`config.mk`:
```
export PLATFORM = sky130hd
export DESIGN_NAME = cursor_linked_list_manager
export DESIGN_NICKNAME = d
export VERILOG_FILES = /design/src/design/clm_pkg.sv /design/src/design/clm_link_mem.sv /design/src/design/clm_data_mem.sv /design/src/design/cursor_linked_list_manager.sv
export SDC_FILE = /design/constraint.sdc
export NUM_CORES = 1
export LEC_CHECK = 0
export ABC_AREA = 0
export BUFFER_PORTS_ARGS = -buffer_cell sky130_fd_sc_hd__buf_4
export CELL_PAD_IN_SITES_DETAIL_PLACEMENT = 0
export CELL_PAD_IN_SITES_GLOBAL_PLACEMENT = 1
export CORE_MARGIN = 2
export CORE_UTILIZATION = 52
export CTS_CLUSTER_SIZE = 20
export DETAILED_ROUTE_END_ITERATION = 10
export GPL_TIMING_DRIVEN = 1
export PLACE_DENSITY_LB_ADDON = 0.1
export SYNTH_ARGS = -nofsm -noshare
export SYNTH_HDL_FRONTEND = slang
export SYNTH_SLANG_ARGS = --single-unit
```
`constraint.sdc`:
```
create_clock -name clk -period 5.3 [get_ports clk]
set_input_delay 0.53 -clock clk [delete_from_list [all_inputs] [get_ports clk]]
set_output_delay 0.53 -clock clk [all_outputs]
set_load 0.01 [all_outputs]
```
`src/design/clm_pkg.sv`:
```
`timescale 1ns / 1ps
// ----------------------------------------------------------------------------
// clm_pkg
// Shared types and constants of the cursor linked list manager: operation
// and status codes, controller states, payload packing and the result word.
// ----------------------------------------------------------------------------
package clm_pkg;

  // packed node payload: initial, study year, student id
  localparam int PAYLOAD_W = 28;
  localparam int ID_W      = 16;
  localparam int YEAR_W    = 4;
  localparam int INIT_W    = 8;
  localparam int OP_W      = 2;
  localparam int STATUS_W  = 2;
  localparam int NODE_OUT_W = 3;

  typedef enum logic [OP_W-1:0] {
    OP_APPEND = 2'd0,
    OP_INSERT = 2'd1,
    OP_REMOVE = 2'd2,
    OP_WALK   = 2'd3
  } op_t;

  typedef enum logic [STATUS_W-1:0] {
    ST_DONE  = 2'd0,
    ST_FULL  = 2'd1,
    ST_EMPTY = 2'd2
  } status_t;

  typedef enum logic [2:0] {
    S_IDLE,
    S_FAIL,
    S_A_WALK,
    S_A_FREE,
    S_A_LINK,
    S_I_LINK,
    S_R_LINK,
    S_W_EMIT
  } state_t;

  // one result word as held in the output register
  typedef struct packed {
    status_t               status;
    logic [NODE_OUT_W-1:0] node;
    logic [PAYLOAD_W-1:0]  payload;
    logic                  last;
  } result_t;

endpackage

```
`src/design/clm_link_mem.sv`:
```
`timescale 1ns / 1ps
// ----------------------------------------------------------------------------
// clm_link_mem
// Next-link store. One write and one read port, registered read data.
// Per-entry valid bits stand in for the reset chain: an entry not yet
// written reads as its own index plus one.
// ----------------------------------------------------------------------------
module clm_link_mem #(
  parameter int NODES = 8,
  parameter int IW    = 3,
  parameter int LW    = 4
) (
  input  logic          clk,
  input  logic          rst_n,
  input  logic          wr_en,
  input  logic [IW-1:0] wr_addr,
  input  logic [LW-1:0] wr_data,
  input  logic          rd_en,
  input  logic [IW-1:0] rd_addr,
  output logic [LW-1:0] rd_data
);

  logic [LW-1:0]    mem [NODES];
  logic [NODES-1:0] vld_r;
  logic [LW-1:0]    data_r;
  logic [IW-1:0]    addr_r;
  logic             hit_r;

  // storage write
  always_ff @(posedge clk) begin
    if (wr_en) begin
      mem[wr_addr] <= wr_data;
    end
  end

  // valid bits, cleared at reset
  always_ff @(posedge clk) begin
    if (!rst_n) begin
      vld_r <= '0;
    end else if (wr_en) begin
      vld_r[wr_addr] <= 1'b1;
    end
  end

  // registered read, held until the next read
  always_ff @(posedge clk) begin
    if (rd_en) begin
      data_r <= mem[rd_addr];
      addr_r <= rd_addr;
      hit_r  <= vld_r[rd_addr];
    end
  end

  // unwritten entry reads as the reset chain
  assign rd_data = hit_r ? data_r : (LW'(addr_r) + LW'(1));

endmodule

```
`src/design/clm_data_mem.sv`:
```
`timescale 1ns / 1ps
// ----------------------------------------------------------------------------
// clm_data_mem
// Node payload store. One write and one read port, registered read data
// that holds until the next read. Contents are undefined until written.
// ----------------------------------------------------------------------------
module clm_data_mem #(
  parameter int NODES = 8,
  parameter int IW    = 3
) (
  input  logic                          clk,
  input  logic                          wr_en,
  input  logic [IW-1:0]                 wr_addr,
  input  logic [clm_pkg::PAYLOAD_W-1:0] wr_data,
  input  logic                          rd_en,
  input  logic [IW-1:0]                 rd_addr,
  output logic [clm_pkg::PAYLOAD_W-1:0] rd_data
);

  import clm_pkg::*;

  logic [PAYLOAD_W-1:0] mem [NODES];
  logic [PAYLOAD_W-1:0] data_r;

  // storage write
  always_ff @(posedge clk) begin
    if (wr_en) begin
      mem[wr_addr] <= wr_data;
    end
  end

  // registered read
  always_ff @(posedge clk) begin
    if (rd_en) begin
      data_r <= mem[rd_addr];
    end
  end

  assign rd_data = data_r;

endmodule

```
`src/design/cursor_linked_list_manager.sv`:
```
`timescale 1ns / 1ps
// ----------------------------------------------------------------------------
// cursor_linked_list_manager
// List and free list over a pool of NODES nodes, threaded through a link
// memory, with payloads in a second memory. Append at tail, insert at head,
// remove head, and walk the list giving one word per node, for at most WALK_CAP (8) nodes.
// ----------------------------------------------------------------------------
// Sequence: insert and remove read a link, then load the result; failures load
//   a status-only word; append walks to the tail, then pops a free node and links it.
// Throughput: one word at a time; each link hop is one read of the link
//   memory port, so append and walk scale with list length.
// Reset: synchronous active-low; list empty, every node chained on the free
//   list through per-entry valid bits (no clearing pass).
module cursor_linked_list_manager #(
  parameter int NODES = 8
) (
  input  logic                             clk,
  input  logic                             rst_n,
  // input channel
  input  logic                             in_valid,
  output logic                             in_ready,
  input  logic [clm_pkg::OP_W-1:0]         in_operation,
  input  logic [clm_pkg::ID_W-1:0]         in_student_id,
  input  logic [clm_pkg::YEAR_W-1:0]       in_study_year,
  input  logic [clm_pkg::INIT_W-1:0]       in_middle_initial,
  // result channel
  output logic                             out_valid,
  input  logic                             out_ready,
  output logic [clm_pkg::STATUS_W-1:0]     out_status,
  output logic [clm_pkg::NODE_OUT_W-1:0]   out_node_index,
  output logic [clm_pkg::ID_W-1:0]         out_student_id,
  output logic [clm_pkg::YEAR_W-1:0]       out_study_year,
  output logic [clm_pkg::INIT_W-1:0]       out_initial,
  output logic                             out_last_of_run
);

  import clm_pkg::*;

  localparam int IW       = $clog2(NODES);
  localparam int LW       = $clog2(NODES + 1);
  localparam int WALK_CAP = (NODES < 8) ? NODES : 8;
  localparam int KW       = $clog2(WALK_CAP + 1);
  localparam logic [LW-1:0] NULL_LINK = LW'(NODES);

  function automatic logic is_node(input logic [LW-1:0] v);
    return v < NULL_LINK;
  endfunction

  function automatic logic [NODE_OUT_W-1:0] node_out(input logic [LW-1:0] v);
    logic [IW+NODE_OUT_W-1:0] ext;
    ext = {{NODE_OUT_W{1'b0}}, v[IW-1:0]};
    return ext[NODE_OUT_W-1:0];
  endfunction

  // registers
  state_t               state_r, state_nxt;
  logic [LW-1:0]        list_head_r, list_head_nxt;
  logic [LW-1:0]        free_head_r, free_head_nxt;
  logic [LW-1:0]        cur_r, cur_nxt;
  logic [LW-1:0]        tail_r, tail_nxt;
  logic [LW-1:0]        steps_r, steps_nxt;
  logic                 pending_r, pending_nxt;
  logic [KW-1:0]        k_r, k_nxt;
  logic [PAYLOAD_W-1:0] pay_r, pay_nxt;
  status_t              fail_r, fail_nxt;
  result_t              out_r, out_nxt;
  logic                 out_valid_r, out_valid_nxt;

  // memory ports
  logic                 lk_wr_en, lk_rd_en;
  logic [IW-1:0]        lk_wr_addr, rd_addr;
  logic [LW-1:0]        lk_wr_data, lk_rd_data;
  logic                 dt_wr_en;
  logic [IW-1:0]        dt_wr_addr;
  logic [PAYLOAD_W-1:0] dt_rd_data;

  logic                 slot_free;
  logic [LW-1:0]        cur_w;
  logic                 walk_last;

  clm_link_mem #(.NODES(NODES), .IW(IW), .LW(LW)) u_link (
    .clk     (clk),
    .rst_n   (rst_n),
    .wr_en   (lk_wr_en),
    .wr_addr (lk_wr_addr),
    .wr_data (lk_wr_data),
    .rd_en   (lk_rd_en),
    .rd_addr (rd_addr),
    .rd_data (lk_rd_data)
  );

  // payload read shares the link read address and enable
  clm_data_mem #(.NODES(NODES), .IW(IW)) u_data (
    .clk     (clk),
    .wr_en   (dt_wr_en),
    .wr_addr (dt_wr_addr),
    .wr_data (pay_r),
    .rd_en   (lk_rd_en),
    .rd_addr (rd_addr),
    .rd_data (dt_rd_data)
  );

  assign slot_free = !out_valid_r || out_ready;
  assign cur_w     = pending_r ? lk_rd_data : cur_r;
  assign walk_last = !is_node(lk_rd_data) ||
                     (({1'b0, k_r} + (KW+1)'(1)) >= (KW+1)'(WALK_CAP));

  // state register and control registers
  always_ff @(posedge clk) begin
    if (!rst_n) begin
      state_r     <= S_IDLE;
      list_head_r <= NULL_LINK;
      free_head_r <= '0;
      out_valid_r <= 1'b0;
      pending_r   <= 1'b0;
      steps_r     <= '0;
      k_r         <= '0;
    end else begin
      state_r     <= state_nxt;
      list_head_r <= list_head_nxt;
      free_head_r <= free_head_nxt;
      out_valid_r <= out_valid_nxt;
      pending_r   <= pending_nxt;
      steps_r     <= steps_nxt;
      k_r         <= k_nxt;
    end
  end

  // working and payload registers
  always_ff @(posedge clk) begin
    cur_r  <= cur_nxt;
    tail_r <= tail_nxt;
    pay_r  <= pay_nxt;
    fail_r <= fail_nxt;
    out_r  <= out_nxt;
  end

  // next state, memory control and result loading
  always_comb begin
    state_nxt     = state_r;
    list_head_nxt = list_head_r;
    free_head_nxt = free_head_r;
    cur_nxt       = cur_r;
    tail_nxt      = tail_r;
    steps_nxt     = steps_r;
    pending_nxt   = 1'b0;
    k_nxt         = k_r;
    pay_nxt       = pay_r;
    fail_nxt      = fail_r;
    out_nxt       = out_r;
    out_valid_nxt = out_valid_r && !out_ready;
    lk_wr_en      = 1'b0;
    lk_wr_addr    = free_head_r[IW-1:0];
    lk_wr_data    = NULL_LINK;
    lk_rd_en      = 1'b0;
    rd_addr       = free_head_r[IW-1:0];
    dt_wr_en      = 1'b0;
    dt_wr_addr    = free_head_r[IW-1:0];
    in_ready      = 1'b0;

    case (state_r)
      // take a word and dispatch
      S_IDLE: begin
        in_ready = 1'b1;
        if (in_valid) begin
          pay_nxt = {in_middle_initial, in_study_year, in_student_id};
          case (op_t'(in_operation))
            OP_APPEND: begin
              if (!is_node(free_head_r)) begin
                fail_nxt  = ST_FULL;
                state_nxt = S_FAIL;
              end else begin
                cur_nxt   = list_head_r;
                tail_nxt  = NULL_LINK;
                steps_nxt = '0;
                state_nxt = S_A_WALK;
              end
            end
            OP_INSERT: begin
              if (!is_node(free_head_r)) begin
                fail_nxt  = ST_FULL;
                state_nxt = S_FAIL;
              end else begin
                lk_rd_en  = 1'b1;
                rd_addr   = free_head_r[IW-1:0];
                state_nxt = S_I_LINK;
              end
            end
            OP_REMOVE: begin
              if (!is_node(list_head_r)) begin
                fail_nxt  = ST_EMPTY;
                state_nxt = S_FAIL;
              end else begin
                lk_rd_en  = 1'b1;
                rd_addr   = list_head_r[IW-1:0];
                state_nxt = S_R_LINK;
              end
            end
            OP_WALK: begin
              if (!is_node(list_head_r)) begin
                fail_nxt  = ST_EMPTY;
                state_nxt = S_FAIL;
              end else begin
                lk_rd_en  = 1'b1;
                rd_addr   = list_head_r[IW-1:0];
                cur_nxt   = list_head_r;
                k_nxt     = '0;
                state_nxt = S_W_EMIT;
              end
            end
            default: state_nxt = S_IDLE;
          endcase
        end
      end

      // status-only result
      S_FAIL: begin
        if (slot_free) begin
          out_nxt       = '{status: fail_r, node: '0, payload: '0, last: 1'b1};
          out_valid_nxt = 1'b1;
          state_nxt     = S_IDLE;
        end
      end

      // follow links to the tail, one hop per cycle
      S_A_WALK: begin
        if (is_node(cur_w) && (steps_r < NULL_LINK)) begin
          lk_rd_en    = 1'b1;
          rd_addr     = cur_w[IW-1:0];
          tail_nxt    = cur_w;
          steps_nxt   = steps_r + LW'(1);
          pending_nxt = 1'b1;
        end else begin
          lk_rd_en  = 1'b1;
          rd_addr   = free_head_r[IW-1:0];
          state_nxt = S_A_FREE;
        end
      end

      // pop the free node, terminate it and store the payload
      S_A_FREE: begin
        cur_nxt       = free_head_r;
        free_head_nxt = lk_rd_data;
        lk_wr_en      = 1'b1;
        lk_wr_addr    = free_head_r[IW-1:0];
        lk_wr_data    = NULL_LINK;
        dt_wr_en      = 1'b1;
        dt_wr_addr    = free_head_r[IW-1:0];
        state_nxt     = S_A_LINK;
      end

      // hook the new node behind the tail, or make it the head of an empty list
      S_A_LINK: begin
        if (slot_free) begin
          if (is_node(tail_r)) begin
            lk_wr_en   = 1'b1;
            lk_wr_addr = tail_r[IW-1:0];
            lk_wr_data = cur_r;
          end else begin
            list_head_nxt = cur_r;
          end
          out_nxt = '{status: ST_DONE, node: node_out(cur_r), payload: pay_r,
                      last: 1'b1};
          out_valid_nxt = 1'b1;
          state_nxt     = S_IDLE;
        end
      end

      // head insert
      S_I_LINK: begin
        if (slot_free) begin
          free_head_nxt = lk_rd_data;
          list_head_nxt = free_head_r;
          lk_wr_en      = 1'b1;
          lk_wr_addr    = free_head_r[IW-1:0];
          lk_wr_data    = list_head_r;
          dt_wr_en      = 1'b1;
          dt_wr_addr    = free_head_r[IW-1:0];
          out_nxt = '{status: ST_DONE, node: node_out(free_head_r), payload: pay_r,
                      last: 1'b1};
          out_valid_nxt = 1'b1;
          state_nxt     = S_IDLE;
        end
      end

      // head remove, node goes to the front of the free list
      S_R_LINK: begin
        if (slot_free) begin
          list_head_nxt = lk_rd_data;
          free_head_nxt = list_head_r;
          lk_wr_en      = 1'b1;
          lk_wr_addr    = list_head_r[IW-1:0];
          lk_wr_data    = free_head_r;
          out_nxt = '{status: ST_DONE, node: node_out(list_head_r),
                      payload: dt_rd_data, last: 1'b1};
          out_valid_nxt = 1'b1;
          state_nxt     = S_IDLE;
        end
      end

      // walk: one word per node, next read issued from the link just read
      S_W_EMIT: begin
        if (slot_free) begin
          out_nxt = '{status: ST_DONE, node: node_out(cur_r), payload: dt_rd_data,
                      last: walk_last};
          out_valid_nxt = 1'b1;
          if (walk_last) begin
            state_nxt = S_IDLE;
          end else begin
            lk_rd_en = 1'b1;
            rd_addr  = lk_rd_data[IW-1:0];
            cur_nxt  = lk_rd_data;
            k_nxt    = k_r + KW'(1);
          end
        end
      end

      default: state_nxt = S_IDLE;
    endcase
  end

  // result ports
  assign out_valid       = out_valid_r;
  assign out_status      = out_r.status;
  assign out_node_index  = out_r.node;
  assign out_student_id  = out_r.payload[ID_W-1:0];
  assign out_study_year  = out_r.payload[ID_W+YEAR_W-1:ID_W];
  assign out_initial     = out_r.payload[PAYLOAD_W-1:ID_W+YEAR_W];
  assign out_last_of_run = out_r.last;

  // an accepted word always leaves the idle state
  a_accept_busy: assert property (@(posedge clk) disable iff (!rst_n)
    in_valid && in_ready |=> !in_ready)
    else $error("input taken while controller stayed idle");

  // list and free list never share a head node
  a_heads_apart: assert property (@(posedge clk) disable iff (!rst_n)
    is_node(list_head_r) && is_node(free_head_r) |-> list_head_r != free_head_r)
    else $error("list head and free head collide");

  // heads hold a node or null, nothing beyond
  a_heads_range: assert property (@(posedge clk) disable iff (!rst_n)
    list_head_r <= NULL_LINK && free_head_r <= NULL_LINK)
    else $error("head pointer out of range");

  // failure words are single and carry no node
  a_fail_word: assert property (@(posedge clk) disable iff (!rst_n)
    out_valid && out_status != ST_DONE |-> out_node_index == '0 && out_last_of_run)
    else $error("malformed failure word");

endmodule
```
Yosys cells after proc, flatten, opt, wreduce, memory -nomap -nowiden
Memories as Yosys holds them, arrays and structs flattened. A register that Yosys moved wholly into a read port is not among the register bits.
Index checks and enable logic that the tools add are counted.
{"block": "op_classes", "add_sub_neg": 4, "magnitude_cmp": 10, "eq_ne": 31, "n_mux": 92, "bitwise": 1, "reduce_logical": 31}
{"op": "34-bit two-way mux", "n": 5}
{"op": "34-bit one-hot mux with 5 select lines", "n": 1}
{"op": "4-bit two-way mux", "n": 29}
{"op": "3-bit two-way mux", "n": 17}
{"op": "4-bit one-hot mux with 3 select lines", "n": 4}
{"op": "4-bit one-hot mux with 2 select lines", "n": 4}
{"op": "2-bit != test (second input constant)", "n": 15}
{"op": "4-bit < comparator (second input constant)", "n": 6}
{"op": "1-bit two-way mux", "n": 18}
{"op": "3-bit one-hot mux with 5 select lines", "n": 1}
{"op": "5-bit AND reduction", "n": 3}
{"op": "3-bit == test (second input constant)", "n": 4}
{"op": "3-bit one-hot mux with 4 select lines", "n": 1}
{"op": "6-bit AND reduction", "n": 2}
{"op": "3-bit one-hot mux with 3 select lines", "n": 1}
{"op": "3-bit nonzero test", "n": 3}
{"op": "4-bit by 1-bit adder with 4-bit output (second input constant)", "n": 2}
{"op": "3-bit by 4-bit < comparator with 1-bit output (second input constant)", "n": 2}
{"op": "8-bit bitwise OR", "n": 1}
{"op": "7-bit AND reduction", "n": 1}
{"op": "3-bit by 2-bit == test with 1-bit output (second input constant)", "n": 2}
{"op": "2-bit two-way mux", "n": 3}
{"op": "2-bit by 1-bit != test with 1-bit output (second input constant)", "n": 3}
{"op": "3-bit != test (second input constant)", "n": 2}
{"op": "other kinds (27)", "n": 39}
{"block": "word_totals", "reg_bits": 105, "mem_bits_rw": 256, "in_bits": 34, "output_inout_bits": 36, "elab_cells": 189, "mem_count": 2}
{"memory": "u_data.mem", "depth": 8, "width": 28, "rd": 1, "rd_clocked_by_memory_dff": 1, "write_ports": 1, "line": "clm_data_mem.sv:22", "text": "logic [PAYLOAD_W-1:0] mem [NODES];"}
{"memory": "u_link.mem", "depth": 8, "width": 4, "rd": 1, "rd_clocked_by_memory_dff": 1, "write_ports": 1, "line": "clm_link_mem.sv:23", "text": "logic [LW-1:0] mem [NODES];"}

Logic depth before layout (Yosys ltp)
Gate-level depths: netlist of run 1.
{"block": "depth", "word_depth": 10, "depth_mapped": 12, "ltp_nobuf": 10}

Cells and area by module
Synthesis of run 1 repeated with hierarchy kept, for this count alone.
{"block": "hier_totals", "hier_cells": 858, "hier_area_um2": 15860.2}
{"module": "clm_data_mem", "n_inst": 1, "cells_per_inst": 364, "area_per_inst_um2": 9322.7, "seq_area_each_um2": 7567.3}
{"module": "cursor_linked_list_manager", "n_inst": 1, "cells_per_inst": 402, "area_per_inst_um2": 4636.9, "seq_area_each_um2": 2582.5}
{"module": "clm_link_mem", "n_inst": 1, "cells_per_inst": 92, "area_per_inst_um2": 1900.6, "seq_area_each_um2": 1361.3}

Worst setup path before layout of run 1
No wires, ideal clock.
{"block": "synth_path", "path_type": "flip-flop to flip-flop", "startpoint": "reg state_r[1]", "endpoint": "mem u_data.mem[0][0], enable pin", "arrival_time_ps": 3290, "required_time_ps": 4852, "setup_slack_ps": 1562, "path_stages_with_launch": 7, "path_cell_list": "dfxtp_1 -> buf_2 -> clkbuf_1 -> mux2_2 -> nand2_1 -> or2_2 -> nor3_1"}
{"block": "synth_via", "elab_chain_len": 4, "word_cells_on_any_way": 5}
{"item": "start, declared", "line": "cursor_linked_list_manager.sv:56", "text": "state_t state_r, state_nxt;"}
{"item": "start signal, assigned", "line": "cursor_linked_list_manager.sv:119", "text": "state_r <= state_nxt;"}
{"item": "3-bit == test / 3-bit by 2-bit == test with 1-bit output (equally long branches)", "line": "cursor_linked_list_manager.sv:161", "text": "case (state_r)"}
{"item": "1-bit one-hot mux with 2 select lines (*)", "line": "cursor_linked_list_manager.sv:161"}
{"item": "1-bit two-way mux (*)", "line": "clm_data_mem.sv:27", "text": "if (wr_en) begin"}
{"item": "1-bit two-way mux (not written as such) (*)", "line": "clm_data_mem.sv:28", "text": "mem[wr_addr] <= wr_data;"}
{"item": "end, declared", "line": "clm_data_mem.sv:22"}
Every way passes the cells marked *; elsewhere a longest branch is shown, timed or not.

Final worst setup path of run 1
{"block": "layout_path", "startpoint": "reg state_r[1]", "endpoint": "reg u_data.data_r[17], in the netlist u_data.rd_data[17] (read register of u_data.mem) (data pin)"}
{"block": "layout_via", "elab_chain_len": 2, "word_cells_on_any_way": 5}
{"item": "3-bit == test, or another cell as far along", "line": "cursor_linked_list_manager.sv:161"}
{"item": "3-bit one-hot mux with 3 select lines / 1-bit one-hot mux with 3 select lines (equally long branches)", "line": "cursor_linked_list_manager.sv:161"}
{"item": "end, declared", "line": "clm_data_mem.sv:23", "text": "logic [PAYLOAD_W-1:0] data_r;"}
Several ways; a longest one is shown, not always the timed one.
A chain may end at the register's enable or synchronous reset.

==> results of run 1 <==
-- sequential cells by signal (all words and copies together) (netlist names), 8 cells and up --
signal,flops
out_initial,8
pay_r,28
u_link.vld_r,8
u_data.mem,224
u_link.mem,32
u_data.rd_data,28
out_student_id,16
-- power by group through the flow --
stage	Sequential [W]	Combinational (W)	Clock, W
2_1_floorplan	0.00376	0.000553	0
3_3_place_gp	0.00379	0.000804	0
3_5_place_dp	0.00380	0.000813	0
4_1_cts	0.00374	0.000814	0.00287
5_1_grt	0.00375	0.000874	0.00300
6_report	0.00373	0.000806	0.00281
-- synth_stat cells, types with 3 or more instances --
library cell	n
buf_1	4
buf_2	26
buf_4	7
nand3_1	12
a21boi_0	6
dfxtp_1	29
nor3b_1	4
and2_1	40
a211oi_1	11
mux2i_1	70
and3_1	4
clkbuf_1	18
a21oi_1	20
a32o_1	34
buf_6	10
o21a_1	8
o21ai_0	22
a211oi_2	27
inv_1	8
a311oi_2	29
nor2_1	48
nand2_1	176
nand2b_1	12
ha_1	4
nor2b_1	45
a31oi_1	3
nor3_1	10
o22ai_1	5
o22a_1	3
a22o_1	5
a22oi_1	4
a311oi_1	4
edfxtp_1	364
-- worst max-delay path, delay by kind of cell, from the launching register on --
kind | cells | cell delay [ps]
AOI/OAI and AO/OA | 5 | 940
buffers and inverters | 2 | 940
DFF | 1 | 710
and+or+nand+nor | 3 | 1150
-- through the flow --
stage / hold WS, ps / setup WS [ps] / power (W) / area [um2] / cells
2_1_floorplan: 432 / 1560 / 0.00431 / 16300 / 1110
3_3_place_gp: 446 / 1400 / 0.00460 / 17200 / 1523
3_5_place_dp: 452 / 1340 / 0.00461 / 17200 / 1523
4_1_cts: 139 / 1320 / 0.00742 / 18500 / 1598
5_1_grt: 137 / 1150 / 0.00763 / 18500 / 1598
6_report: 162 / 1340 / 0.00735 / 18500 / 1598
-- per-layer routing --
| layer | global-route usage (%) | share of wire, % |
|---|---|---|
| met5 | 0 | 0 |
| met4 | 5.95 | 2.0 |
| met3 | 3.47 | 4.9 |
| met2 | 35.7 | 48 |
| met1 | 30.4 | 45 |
-- worst paths after layout --
check	slack (ps)	to	from	cells after the start
setup / recovery	1340	u_data.rd_data[17]	state_r[1]	10
hold / removal	160	pay_r[22]	in_middle_initial[2]	1
setup reg to reg	1340	u_data.rd_data[17]	state_r[1]	10
hold reg to reg	460	u_link.vld_r[1]	u_link.vld_r[1]	1
-- kinds of logic after synthesis --
| kind of cell | share of synthesized area [%] |
|---|---|
| multiplexers | 4.43 |
| flip-flops | 70.4 |
| buffers and inverters | 2.63 |
| AND/OR/NAND/NOR | 10.4 |
| AO/OA/AOI/OAI | 11.7 |
| XOR/XNOR | 0.107 |
| adder cells (fa/ha/maj) | 0.306 |
-- final cells by class --
| type | instances | area share [%] |
|---|---|---|
| Clock buffer | 53 | 5.95 |
| Clock inverter | 22 | 1.24 |
| Inverter | 10 | 0.223 |
| Multi-Input combinational cell | 640 | 24.2 |
| Sequential cell | 393 | 62.2 |
| Tap cell | 396 | 2.67 |
| Timing Repair Buffer | 84 | 3.54 |
==> flow_summary.toml, run 1 <==
[placement]
hpwlAfterDp_um = 20100
place.gp.congestion = 0.842
portBuffers = 69

[global_routing]
globalRouteOverflowTotal = 0
grt_pass1_wl_um = 54400
grt_usage_pct = 21.7
antenna_found_initial = 0
grt_pass1_vias = 9139
grt_max_degree = 100

[worst_setup_path]
worst-path-max-fanout = 48
end_kind = "flop"
worstSetupPathType = "reg -> reg"
required_ps = 5660
worst_setup_path_start_kind = "flop"
slowest_stage = "dfxtp_2"
cp.arrival_ps = 4320
path_cells = "buf_4 -> nand2_1 -> nand2b_1 -> a22oi_1 -> a32o_1 -> o22a_1 -> nand2_2 -> buf_12 -> a211oi_2 -> a311oi_2"
cpPeakStageDelay_ps = 710

[drt]
drtAntennaViolNets = 0
drc = 0
firstDrtPassIters = 5
wl_um = 35500
wl_per_cell_um = 22.2
drt_iter0_drc = 798
vias_per_cell = 5.86
num_vias = 9359

[flow_run]
maxCapViolations = 0

[cts]
post-cts-setup-buffers = 0
cts_sinks = 393
cts_tree = "yes"
cts_hold_buf = 0
cts_resized = 0
clockBufferDepth = 3
cts_htree_levels = 2
clock_latency_ps = 540
cts-root-buf = "clkbuf_16"
path_clk_slew_ps = 60
cts_buffers = 41

[power]
power.share.sequential_pct = 50.8
power_density_mw_per_mm2 = 397
clkPwrFrac_pct = 38.3
p_sw_w = 0.00177
p_sw_share_pct = 24.0
combPwrFrac_pct = 11.0
max-vdd-ir-drop_uv = 261
p_int_w = 0.00559
p_leak_nw = 6.10

[worst_hold_path]
min_path_type = "in -> reg"

[floorplanning]
core_area_mm2 = 0.0307
top_level_ports = 70
fp.dieH_um = 181
die-area_mm2 = 0.0329
die_w_um = 181
start_util_pct = 53.1
std_cell_rows = 64

[synth]
postSynthCellCount = 1110
async_reset_ff_share_pct = 0
synth_edf_count = 364
ys.flop_type = "edfxtp_1"
synth_top_area_cell = "edfxtp_1"
seq_area_frac_synth_pct = 70.4
synth_seq_cells = 393
netlist_area_mm2 = 0.0163
ys_types = 65
postSynthAreaPerCell_um2 = 14.7
synth_area_leaders = "edfxtp_1 (67%), mux2i_1 (4.3%), nand2_1 (4.0%)"
synth_top_area_share_pct = 66.9
synth_nets = 1148
ys_warn_count = 0

[timing]
worst_pin_slew_ps = 1140
tns_ps = 0
setup_violations = 0
period_share_pct = 74.7
finalHoldViolations = 0
period_minus_slack_ps = 3960
slew_headroom_pct = 23.9
rsz0062_at_grt = "no"
finalMaxSlewViolations = 0
max_freq_mhz = 253
skew_ps = 19.2

[finish]
nFillCells = 2430
utilization_pct = 60.2
multi_input_area_mm2 = 0.00449
drive_above_1_share_pct = 19.1
diodes = 0
syn2layout_area_growth_pct = 13.3
fin_nets = 1208
final_cell_mix = "edfxtp_1 (364), nand2_1 (175), buf_4 (82), mux2i_1 (70), nor2b_1 (43)"
layout_commonest_cell = "edfxtp_1"
seq_area_mm2 = 0.0115

[run_status]
outcome = "finished clean"
(Power assumes the default switching activity.)
==> run 2: changes to the inputs <==
Clock period 5.3 ns to 3.8 ns, I/O delays scaled along.
==> run 2 against run 1 <==
Critical path depth decreased by 1; non-clock buffer count increased by 26; setup slack got worse by 850 ps; clock power increased by 33%; sequential share of layout area decreased by 0.61 points; sequential power increased by 39%; power increased by 38%; critical endpoint is now u_data.rd_data[24].
==> flow_summary.toml, run 2 (synthesis gave the netlist of run 1 again) <==
[run_status]
outcome = "finished clean"

[finish]
final_cell_mix = "edfxtp_1 (364), nand2_1 (175), buf_4 (103), mux2i_1 (70)"
nFillCells = 2370
fin_nets = 1235
syn2layout_area_growth_pct = 14.5
reg_top3 = "u_data.mem: 224 flops, u_link.mem: 32 flops"
largest_reg_flops = 224
regMostFlops = "u_data.mem"
fin_cells = 1627
drive_above_1_share_pct = 20.6
layout_commonest_cell = "edfxtp_1"

[drt]
drtAntennaViolNets = 0
drc = 0
wl_per_cell_um = 22.1
drt_iter0_drc = 814
wl_um = 36000
num_vias = 9462
firstDrtPassIters = 6
vias_per_cell = 5.82

[cts]
cts_resized = 0
cts_tree = "yes"
path_clk_slew_ps = 60
post-cts-setup-buffers = 0
cts_htree_levels = 2
cts-root-buf = "clkbuf_16"
cts_hold_buf = 0
clockBufferDepth = 3
clock_latency_ps = 540
cts_buffers = 42
cts_sinks = 393

[power]
p_int_w = 0.00765
max-vdd-ir-drop_uv = 392
p_total_w = 0.0101
combPwrFrac_pct = 11.9
p_leak_nw = 6.22
power_density_mw_per_mm2 = 541
p_sw_w = 0.00247
clkPwrFrac_pct = 36.9
power.share.sequential_pct = 51.2
p_sw_share_pct = 24.4

[timing]
finalHoldViolations = 0
period_minus_slack_ps = 3310
slew_headroom_pct = 35.5
max_freq_mhz = 302
tns_ps = 0
skew_ps = 13.7
rsz0062_at_grt = "no"
setup_violations = 0
worst_pin_slew_ps = 963
period_share_pct = 87.0
finalMaxSlewViolations = 0
timing.hold.ws_ps = 20.8

[global_routing]
antenna_found_initial = 0
globalRouteOverflowTotal = 0
grt_max_degree = 100
grt_usage_pct = 22.1
grt_pass1_wl_um = 56000
grt_pass1_vias = 9459

[floorplanning]
die_w_um = 181
top_level_ports = 70
std_cell_rows = 64
die-area_mm2 = 0.0329
fp.dieH_um = 181
start_util_pct = 53.1
core_area_mm2 = 0.0307

[worst_hold_path]
hold_path_startpoint = "in_middle_initial[4]"
min_path_type = "in -> reg"
hold_depth = 1
holdPathEnd = "pay_r[24]"

[worst_setup_path]
r2r_end = "u_data.rd_data[24]"
rr_startpoint = "state_r[2]"
worstSetupPathType = "reg -> reg"
worst_setup_path_start_kind = "flop"
r2r_slack_ps = 490
cp.arrival_ps = 3660
required_ps = 4160
r2r_cells = 9
worst-path-max-fanout = 21
end_kind = "flop"

[placement]
hpwlAfterDp_um = 20500
place.gp.congestion = 0.859
place_inst = 1549
portBuffers = 69

[flow_run]
maxCapViolations = 0
[run 2: cell count changes in the layout (fill, tap and decap cells not counted), sizes merged]
cell and change:
buf +26, bufinv -4, clkbuf +10, clkinv -5, diode +1, inv +1
[run 2: layout make-up]
| class | count | area [um2] | area share (%) |
|---|---|---|---|
| sequential | 393 | 11500 | 61.5 |
| inverter | 10 | 41.3 | 0.221 |
| timing repair buffer | 110 | 913 | 4.88 |
| antenna | 1 | 2.50 | 0.0134 |
| tap | 396 | 495 | 2.65 |
| clock buffer | 63 | 1170 | 6.26 |
| multi-input combinational | 640 | 4490 | 24.0 |
| clock inverter | 14 | 83.8 | 0.448 |
[run 2: power by group through the flow]
stage	sequential [W]	clock [W]	combinational, W
final	0.00519	0.00373	0.00121
after global routing	0.00521	0.00397	0.00131
after CTS	0.00519	0.00380	0.00123
after detailed placement	0.00528	0	0.00122
after global placement	0.00527	0	0.00121
after floorplan	0.00524	0	0.000771
[run 2: routing by layer]
| layer | track usage (%) | up-vias | wire length [um] |
|---|---|---|---|
| met1 | 31.4 | 4756 | 16400 |
| met2 | 36.8 | 269 | 17300 |
| met5 | 0 | - | 0 |
| li1 | - | 4386 | - |
| met3 | 2.90 | 51 | 1640 |
| met4 | 5.24 | 0 | 647 |
[run 2: how the worst max path moves through the flow]
stage	startpoint	end	slack, ps	cells after the start
floorplan	state_r[1]	u_data.mem[0][0]	60	6
global placement	k_r[0]	u_data.rd_data[25]	470	10
detailed placement	state_r[2]	u_data.rd_data[24]	440	9
CTS	state_r[2]	u_data.rd_data[24]	440	9
global route	k_r[0]	u_data.rd_data[24]	310	10
finish	state_r[2]	u_data.rd_data[24]	490	9
[run 2: per-stage QoR]
step / worst slack (ps) / cell area (um2) / util, %
3_3_place_gp: 466 / 17400 / 56.7
4_1_cts: 445 / 18700 / 60.8
3_5_place_dp: 443 / 17400 / 56.7
5_1_grt: 307 / 18700 / 60.8
2_1_floorplan: 61.5 / 16300 / -
6_report: 494 / 18700 / 60.8
[run 2: critical path, stage by stage (launching register included)]
cell and delay (ps):
dfxtp_2 640, and3_1 320, and4_1 240, and2_1 200, nor2_1 70, a211oi_2 600, nor2b_2 360, buf_4 270
a32o_1 220, a311oi_2 200
==> run 3: changes to the inputs <==
Settings changed: CTS_BUF_LIST set to sky130_fd_sc_hd__clkbuf_16.
==> run 3 against run 2 <==
Via count decreased by 0.33%; maximum frequency is 0.63% lower; highest routed layer unchanged; sequential share of layout area rose by 0.074 points; non-clock buffer count unchanged.
==> flow_summary.toml, run 3 (synthesis gave the netlist of run 1 again) <==
[timing]
finalMaxSlewViolations = 0
skew_ps = 14.2
setup_violations = 0
tns_ps = 0
period_share_pct = 87.6
period_minus_slack_ps = 3330
max_freq_mhz = 301
slew_headroom_pct = 33.4
rsz0062_at_grt = "no"
worst_pin_slew_ps = 994
finalHoldViolations = 0

[drt]
wl_um = 36000
vias_per_cell = 5.80
drt_iter0_drc = 855
drc = 0
num_vias = 9431
drtAntennaViolNets = 0
wl_per_cell_um = 22.1
firstDrtPassIters = 5

[placement]
place_inst = 1549
portBuffers = 69
placed_area_mm2 = 0.0174
hpwlAfterDp_um = 20500
place.gp.congestion = 0.859

[cts]
path_clk_slew_ps = 60
cts_hold_buf = 0
cts_buffers = 42
cts_resized = 0
cts_sinks = 393
cts_tree = "yes"
cts-root-buf = "clkbuf_16"
post-cts-setup-buffers = 0
cts_htree_levels = 2
clock_latency_ps = 540
clockBufferDepth = 3

[worst_setup_path]
end_kind = "flop"
worst_setup_path_start_kind = "flop"
rr_startpoint = "state_r[2]"
r2r_end = "u_data.rd_data[24]"
required_ps = 4060
cp.arrival_ps = 3580
worstSetupPathType = "reg -> reg"
worst-path-max-fanout = 20
r2r_cells = 9
r2r_slack_ps = 470

[floorplanning]
fp.dieH_um = 181
core_area_mm2 = 0.0307
std_cell_rows = 64
start_util_pct = 53.1
top_level_ports = 70
die-area_mm2 = 0.0329
die_w_um = 181

[finish]
layout_commonest_cell = "edfxtp_1"
diodes = 0
utilization_pct = 60.8
largest_reg_flops = 224
reg_top3 = "u_data.mem: 224 flops, u_link.mem: 32 flops"
regMostFlops = "u_data.mem"
fin_nets = 1235
fin_cells = 1626
syn2layout_area_growth_pct = 14.3
final_area_mm2 = 0.0187
drive_above_1_share_pct = 20.4
final_cell_mix = "edfxtp_1 (364), nand2_1 (175), buf_4 (103), mux2i_1 (70)"
nFillCells = 2374

[global_routing]
grt_pass1_vias = 9460
antenna_found_initial = 0
grt_pass1_wl_um = 56000
globalRouteOverflowTotal = 0
grt_max_degree = 100
grt_usage_pct = 22.1

[worst_hold_path]
hold_path_startpoint = "in_middle_initial[2]"
holdPathEnd = "pay_r[22]"
min_path_type = "in -> reg"
hold_depth = 1

[power]
power_density_mw_per_mm2 = 537
p_total_w = 0.0100
p_leak_nw = 6.28
max-vdd-ir-drop_uv = 383

[flow_run]
maxCapViolations = 0

[run_status]
outcome = "finished clean"
run 3: changes by cell type in the layout (fill, tap and decap cells not counted), sizes merged:
cell,previous run,this run
clkbuf,63,43
clkinv,12,14
diode,1,0
inv,11,29
run 3: power by group:
| part | total [W] | internal [W] | switching [W] |
|---|---|---|---|
| clock network | 0.00364 | 0.00205 | 0.00159 |
| logic | 0.00121 | 0.000486 | 0.000722 |
| registers | 0.00519 | 0.00503 | 0.000159 |
| total | 0.0100 | 0.00756 | 0.00247 |
run 3: routing by layer:
layer	track usage [%]	vias to the layer above	routed length, um
li1	-	4385	-
met1	31.4	4728	16400
met2	36.8	267	17300
met3	2.90	51	1680
met4	5.24	0	648
met5	0	-	0
run 3: worst max path at each step:
stage / end / start / cells past startpoint / slack [ps]
floorplan: u_data.mem[0][0] / state_r[1] / 6 / 60
global placement: u_data.rd_data[25] / k_r[0] / 10 / 470
detailed placement: u_data.rd_data[24] / state_r[2] / 9 / 440
CTS: u_data.rd_data[24] / state_r[2] / 9 / 440
global route: u_data.rd_data[24] / k_r[0] / 10 / 310
finish: u_data.rd_data[24] / state_r[2] / 9 / 470
run 3: critical path, cell delays in order (launching register included):
cell and delay (ps):
dfxtp_2 650, or3_4 260, clkinv_2 110, nand3_1 120, nor3b_1 200, o22a_1 350
nor2b_2 860, buf_4 300, a32o_1 160, a311oi_2 50
run 3: layout make-up:
cell class                      instances  area (um2)  share of cell area [%]
Clock buffer                           43        1080                    5.76
Clock inverter                         34         159                   0.850
Inverter                               10        41.3                   0.221
Multi-Input combinational cell        640        4490                    24.0
Sequential cell                       393       11500                    61.6
Tap cell                              396         495                    2.65
Timing Repair Buffer                  110         913                    4.89
run 3: through the flow:
step           hold WS (ps)  setup slack, ps
6_report               22.6              473
5_1_grt                4.40              306
4_1_cts                3.82              443
3_5_place_dp            446              443
3_3_place_gp            444              466
2_1_floorplan           432             61.5
